$ cat config.mk
export PLATFORM = sky130hd
export DESIGN_NAME = cssf_crc_unit
export DESIGN_NICKNAME = d
export VERILOG_FILES = /design/src/hdl/assert_macros.svh /design/src/hdl/cssf_pkg.sv /design/src/hdl/cssf_crc_unit.sv
export SDC_FILE = /design/constraint.sdc
export NUM_CORES = 1
export LEC_CHECK = 0
export ABC_AREA = 1
export ABC_CLOCK_PERIOD_IN_PS = 2500
export BUFFER_PORTS_ARGS = -buffer_cell sky130_fd_sc_hd__buf_2
export CORE_ASPECT_RATIO = 0.9
export CORE_MARGIN = 4
export CORE_UTILIZATION = 25
export CTS_BUF_LIST = sky130_fd_sc_hd__clkbuf_8
export CTS_CLUSTER_DIAMETER = 200
export DETAILED_ROUTE_END_ITERATION = 8
export PLACE_DENSITY = 0.5
export SLEW_MARGIN = 20
export SYNTH_ARGS = -nofsm -noshare
export SYNTH_HDL_FRONTEND = slang
export SYNTH_SLANG_ARGS = --single-unit
$ cat constraint.sdc
create_clock -name clk -period 2.5 [get_ports clk]
set_clock_uncertainty 0.1 [all_clocks]
set_input_delay 0.5 -clock clk [delete_from_list [all_inputs] [get_ports clk]]
set_output_delay 0.5 -clock clk [all_outputs]
set_load 0.03 [all_outputs]
$ cat src/hdl/assert_macros.svh
// Assertion macros for the filter's RTL files; cssf_history uses them.
// Expects signals named clk and arst_n in the module that uses them.
`ifndef ASSERT_MACROS_SVH
`define ASSERT_MACROS_SVH

`ifndef SYNTHESIS
// Property that must hold at every clock edge outside reset.
`define CSSF_ASSERT(lbl, prop, msg) \
	lbl: assert property (@(posedge clk) disable iff (!arst_n) (prop)) else $error(msg);
// Condition that must never be true outside reset.
`define CSSF_NEVER(lbl, cond, msg) \
	lbl: assert property (@(posedge clk) disable iff (!arst_n) !(cond)) else $error(msg);
`else
`define CSSF_ASSERT(lbl, prop, msg)
`define CSSF_NEVER(lbl, cond, msg)
`endif

`endif

$ cat src/hdl/cssf_pkg.sv
// Package of the CRC-32 seen-set filter: sizes, constants, payload and control types,
// and the byte-wise CRC-32 step. No dependencies.
package cssf_pkg;

	localparam int HISTORY_DEPTH = 1024;
	localparam int HIST_AW = $clog2(HISTORY_DEPTH);
	localparam int HIST_CW = $clog2(HISTORY_DEPTH + 1);

	localparam logic [31:0] CRC_POLY     = 32'hEDB8_8320;
	localparam logic [31:0] CRC_ALL_ONES = 32'hFFFF_FFFF;

	typedef struct packed {
		logic [7:0] data_byte;
		logic       last_byte;
	} item_t;

	typedef struct packed {
		logic [31:0] signature;
		logic        already_seen;
	} result_t;

	typedef struct packed {
		logic        start;
		logic [31:0] sig;
	} hist_req_t;

	typedef struct packed {
		logic        busy;
		logic        done;
		logic        seen;
		logic [31:0] sig;
	} hist_stat_t;

	typedef enum logic [1:0] {
		HS_IDLE,
		HS_SCAN,
		HS_DONE
	} hist_state_t;

	// Reflected CRC-32 over one byte, one polynomial step per bit.
	function automatic logic [31:0] crc_byte(input logic [31:0] crc, input logic [7:0] b);
		logic [31:0] c;
		c = crc ^ {24'd0, b};
		for (int k = 0; k < 8; k++) begin
			c = c[0] ? ((c >> 1) ^ CRC_POLY) : (c >> 1);
		end
		return c;
	endfunction

endpackage

$ cat src/hdl/cssf_crc_unit.sv
// Running CRC-32 register with its byte update.
// Depends on cssf_pkg.
module cssf_crc_unit import cssf_pkg::*; (
	input  logic        clk,
	input  logic        arst_n,
	input  logic        advance,
	input  logic [7:0]  data_byte,
	input  logic        last_byte,
	output logic [31:0] signature
);

	logic [31:0] crc_q;
	logic [31:0] crc_next;

	assign crc_next  = crc_byte(crc_q, data_byte);
	assign signature = ~crc_next;

	// Restart from all ones after the last byte of a string.
	always_ff @(posedge clk or negedge arst_n) begin
		if (!arst_n) begin
			crc_q <= CRC_ALL_ONES;
		end else if (advance) begin
			crc_q <= last_byte ? CRC_ALL_ONES : crc_next;
		end
	end

endmodule

# == Word-level counts from Yosys, hierarchy flattened ==
# Cells that the tools add are included.
# totals
ff_bits,32
input_bits,12
# op_classes
bitwise,10
n_mux,9
# ops
op,n
$mux W32,9
$not A13 Y14,8
$not A32 Y32,1
$xor A32 B8 Y32,1

# == Longest topological paths before layout ==
# logic_depth
ltp_word,18
depth_mapped,13

# == Least setup slack after synthesis ==
# No wires, ideal clock.
# synth_path
kind,register to output
start,register crc_q[7]
end,output signature[29]
stages_incl_launch_ff,10
arrival_ns,1.807
t_required_ns,1.900
slack_ns,0.093
path_buffers,0
path_cell_list,dfstp_2 inv_1 nand2_1 nand2_1 nand2_1 nand2_2 inv_2 nand2_1 nand2_2 xor2_1
# synth_via
elab_chain_cells,11
# synth_rtl
element,line,rtl
"start, declared",cssf_crc_unit.sv:12,logic [31:0] crc_q;
"start signal, assigned",cssf_crc_unit.sv:23,crc_q <= last_byte ? CRC_ALL_ONES : crc_next;
$xor A32 B8 Y32 (*),cssf_pkg.sv:43,"c = crc ^ {24'd0, b};"
$mux W32 (*),cssf_pkg.sv:45,c = c[0] ? ((c >> 1) ^ CRC_POLY) : (c >> 1);
$not A13 Y14 (no line),n/a,
$mux W32 (*) (7 in a row),cssf_pkg.sv:45,
$not A32 Y32 (*),cssf_crc_unit.sv:16,assign signature = ~crc_next;
"end, declared",cssf_crc_unit.sv:9,output logic [31:0] signature
# Every way passes the cells marked *; elsewhere a longest branch is shown, timed or not.

# == Worst setup path in the final report ==
# layout_path
start,register crc_q[3]
end,output signature[27]
# layout_via
elab_chain_cells,13
# layout_rtl
element,line
$xor A32 B8 Y32 (*),cssf_pkg.sv:43
$mux W32 (*) (4 in a row),cssf_pkg.sv:45
$not A13 Y14 (no line),n/a
$mux W32 (*),cssf_pkg.sv:45
$not A13 Y14 (no line),n/a
$mux W32 (*) (2 in a row),cssf_pkg.sv:45
$not A13 Y14 (no line),n/a
$mux W32 (*),cssf_pkg.sv:45
$not A32 Y32 (*),cssf_crc_unit.sv:16
# Marked as above.

==> results.md <==
* Worst Setup End Kind: primary output
* First-pass GRT wire length at ~12 mm
* Drt total wl at 7.93 mm
* Worst R2R End: crc_q[20]$_DFFE_PN1P_
* RSZ-0062 raised after global routing: yes
* Drt wl/cell at about 15 um
* Max reg flops at 32
* Hpwl dp at between 5 and 6 mm
* # nets final at around 420
* Minimum clock period at about 2.6 ns
* TritonCTS clock tree: done
* Finish-stage setup viols at 13
* WP data required at between 1.5 and 2 ns
* Hold Vio Cnt, Final at 0
* GRT Overall Usage at 0.140
* P&R area growth vs syn at 76.8%
* Area contributors post-synth: dfstp_2 36%, xor2_1 16%, nand2_1 13%
* Drt first pass iters at 4
* Max-slew headroom at 0.494
* Slew @ Worst Pin at ~0.76 ns
* Via Count at ~2300
* Clk root buf: clkbuf_8
* Yosys Warn Count at 0
* FF-to-FF path depth at 19
* Max Cap Viol at 0
* Die Wd at 110 um
* Commonest cells in the netlist: 78 x nand2_1, 55 x inv_1, 42 x xor2_1, 32 x dfstp_2
* Number of synthesized flops with an enable pin at 0
* Pre-CTS WS at -0.0518 ns
* # clock sinks at 32
* CP max FO at 4
* H-tree Lvls at 2
* Core Region at roughly 0.009 mm2
* Post-Place Cells at 485
* Drt first-iter violations at 56
* GR Util met3 at 0.0337
* Most common cell in the netlist: nand2_1
* GRT overflow at 0
* Synthesized Nets at approximately 310
* FF+latch count, synth at 32
* Status: complete, but fails checks
* Initial antenna violation count at 0
* Share of cells above drive strength 1 at 0.635
* Port bufs at 43
* Syn avg cell area at 7.74 um2
* Fillcell total at a little under 900
* Mapped Area at 0.00234 mm2
* Reg clk slew, reported paths at around 0.07 ns
* Achievable Freq at approximately 380 MHz
* Die area at between 0.01 and 0.015 mm2
* Ys flop type: dfstp_2
* Cell variety after synth at 23
* # IOs at 44
* Min-delay src: crc_q[17]$_DFFE_PN1P_
* GR Util met2 at 0.229
* Max Buffers Root-to-Sink at 2
* Worst flop-to-flop path startpoint: crc_q[3]$_DFFE_PN1P_
* ANT nets after route at 0
* Ys async rst share at 1.00
* Routability cong. at roughly 0.86
* Finished Layout Cells at ~530
* WS Path Type: register to primary output
* Cell count of the worst hold path at 2
* Largest regs: crc_q (32)
* Hold buffers post-CTS at 0
* Row count at 33
* Hold Crit Endpoint: crc_q[17]$_DFFE_PN1P_
* Largest net degree at the start of global routing at 33
* Critical Path AT at approximately 2.0 ns
* Post-synthesis cell count at 302
* DRC violations left at 0
* Top reg by flops: crc_q
* Vert. Die Dim at 99.7 um
* Busiest grt layer: met2
* Reg2reg setup slack at 0.06 ns
* PnR worst setup slack at -0.135 ns
* Setup tns final at -0.888 ns
* Top cell type's share of synthesized area at 0.360
* TritonCTS Buffers at 5
* GRT met1 Usage at 0.188
* N_diodes at 0
* Via-per-instance ratio at 4.29
* Final worst-path cycle share at 1.05
* Area leader, netlist: dfstp_2
* Max Transition Viols Final at 0
* Clk Latency, worst-skew pair at between 0.2 and 0.3 ns
* Initial core utilization at 0.256
* Crit path launch type: register
* Post-synthesis sequential area ratio at 0.360
* Failing checks: setup timing
* Worst Hold Class: register to register
* Vias in the first global route at 2290
[routing by layer]
metal,routed length [um],vias up
met3,382,14
met5,0,-
met2,4060,52
met4,133,0
met1,3350,1110
li1,-,1087
[cell usage in the layout, fill, tap and decap left out, types with 5 or more instances in the layout]
cell type / Yosys / routed
clkbuf_8: 0 / 6
a21oi_1: 9 / 9
buf_6: 0 / 30
inv_1: 55 / 47
a22oi_1: 5 / 5
buf_4: 0 / 50
xnor2_4: 0 / 5
xor2_2: 5 / 18
dfstp_2: 32 / 32
nand2_2: 8 / 24
buf_2: 2 / 20
nand2_4: 3 / 27
o22ai_1: 9 / 9
inv_2: 3 / 11
xor2_4: 0 / 10
nor2_1: 12 / 11
xor2_1: 42 / 19
nand2_1: 78 / 35
nand3_2: 0 / 6
[metrics by stage]
stage | instance area, um2 | utilization | hold WS [ns]
after floorplan | 2340 | - | 0.252
after global placement | 2860 | 0.313 | 0.397
after detailed placement | 2860 | 0.313 | 0.400
after CTS | 3570 | 0.391 | 0.414
after global routing | 4130 | 0.453 | 0.441
final | 4130 | 0.453 | 0.415
[what timing repair did]
item                                    CTS  global route
pin swaps                                37            44
resized for setup                       109            94
endpoints found under the setup margin   22            27
setup buffers                            24            12
[worst max-delay path by stage]
stage               cells past startpoint                  from       endpoint
floorplan                               9  crc_q[7]$_DFFE_PN1P_  signature[29]
global placement                        9          data_byte[3]  signature[26]
detailed placement                      9          data_byte[3]  signature[26]
CTS                                     6  crc_q[5]$_DFFE_PN1P_  signature[22]
global route                           13  crc_q[3]$_DFFE_PN1P_  signature[20]
finish                                  9  crc_q[3]$_DFFE_PN1P_  signature[27]
[worst max-delay path, stage by stage, from the launching register on]
cell,delay [ns]
dfstp_2,0.58
inv_2,0.06
nand2_2,0.07
nand2_4,0.06
buf_6,0.12
nand2_4,0.07
nand2_2,0.06
xor2_1,0.21
xor2_1,0.30
buf_4,0.22
[final cells by class]
cell class	count	area (um2)	area share
Sequential cell	32	841	0.204
Multi-Input combinational cell	206	1990	0.481
Clock buffer	6	82.6	0.0200
Inverter	58	228	0.0551
Tap cell	122	153	0.0370
Timing Repair Buffer	101	833	0.202
Clock inverter	2	7.51	0.00182
[cells by family (layout without fill, tap and decap cells)]
family | after synthesis | in the layout | share of synthesized area
buffers and inverters | 64 | 167 | 0.104
and+or+nand+nor | 120 | 120 | 0.228
DFF | 32 | 32 | 0.360
xor gates and xnor gates | 58 | 58 | 0.237
AOI/OAI and AO/OA | 28 | 28 | 0.0712
Power is left out: the tool's default activity adds up to more than one toggle a clock period on the data nets, which glitch-free logic cannot reach.
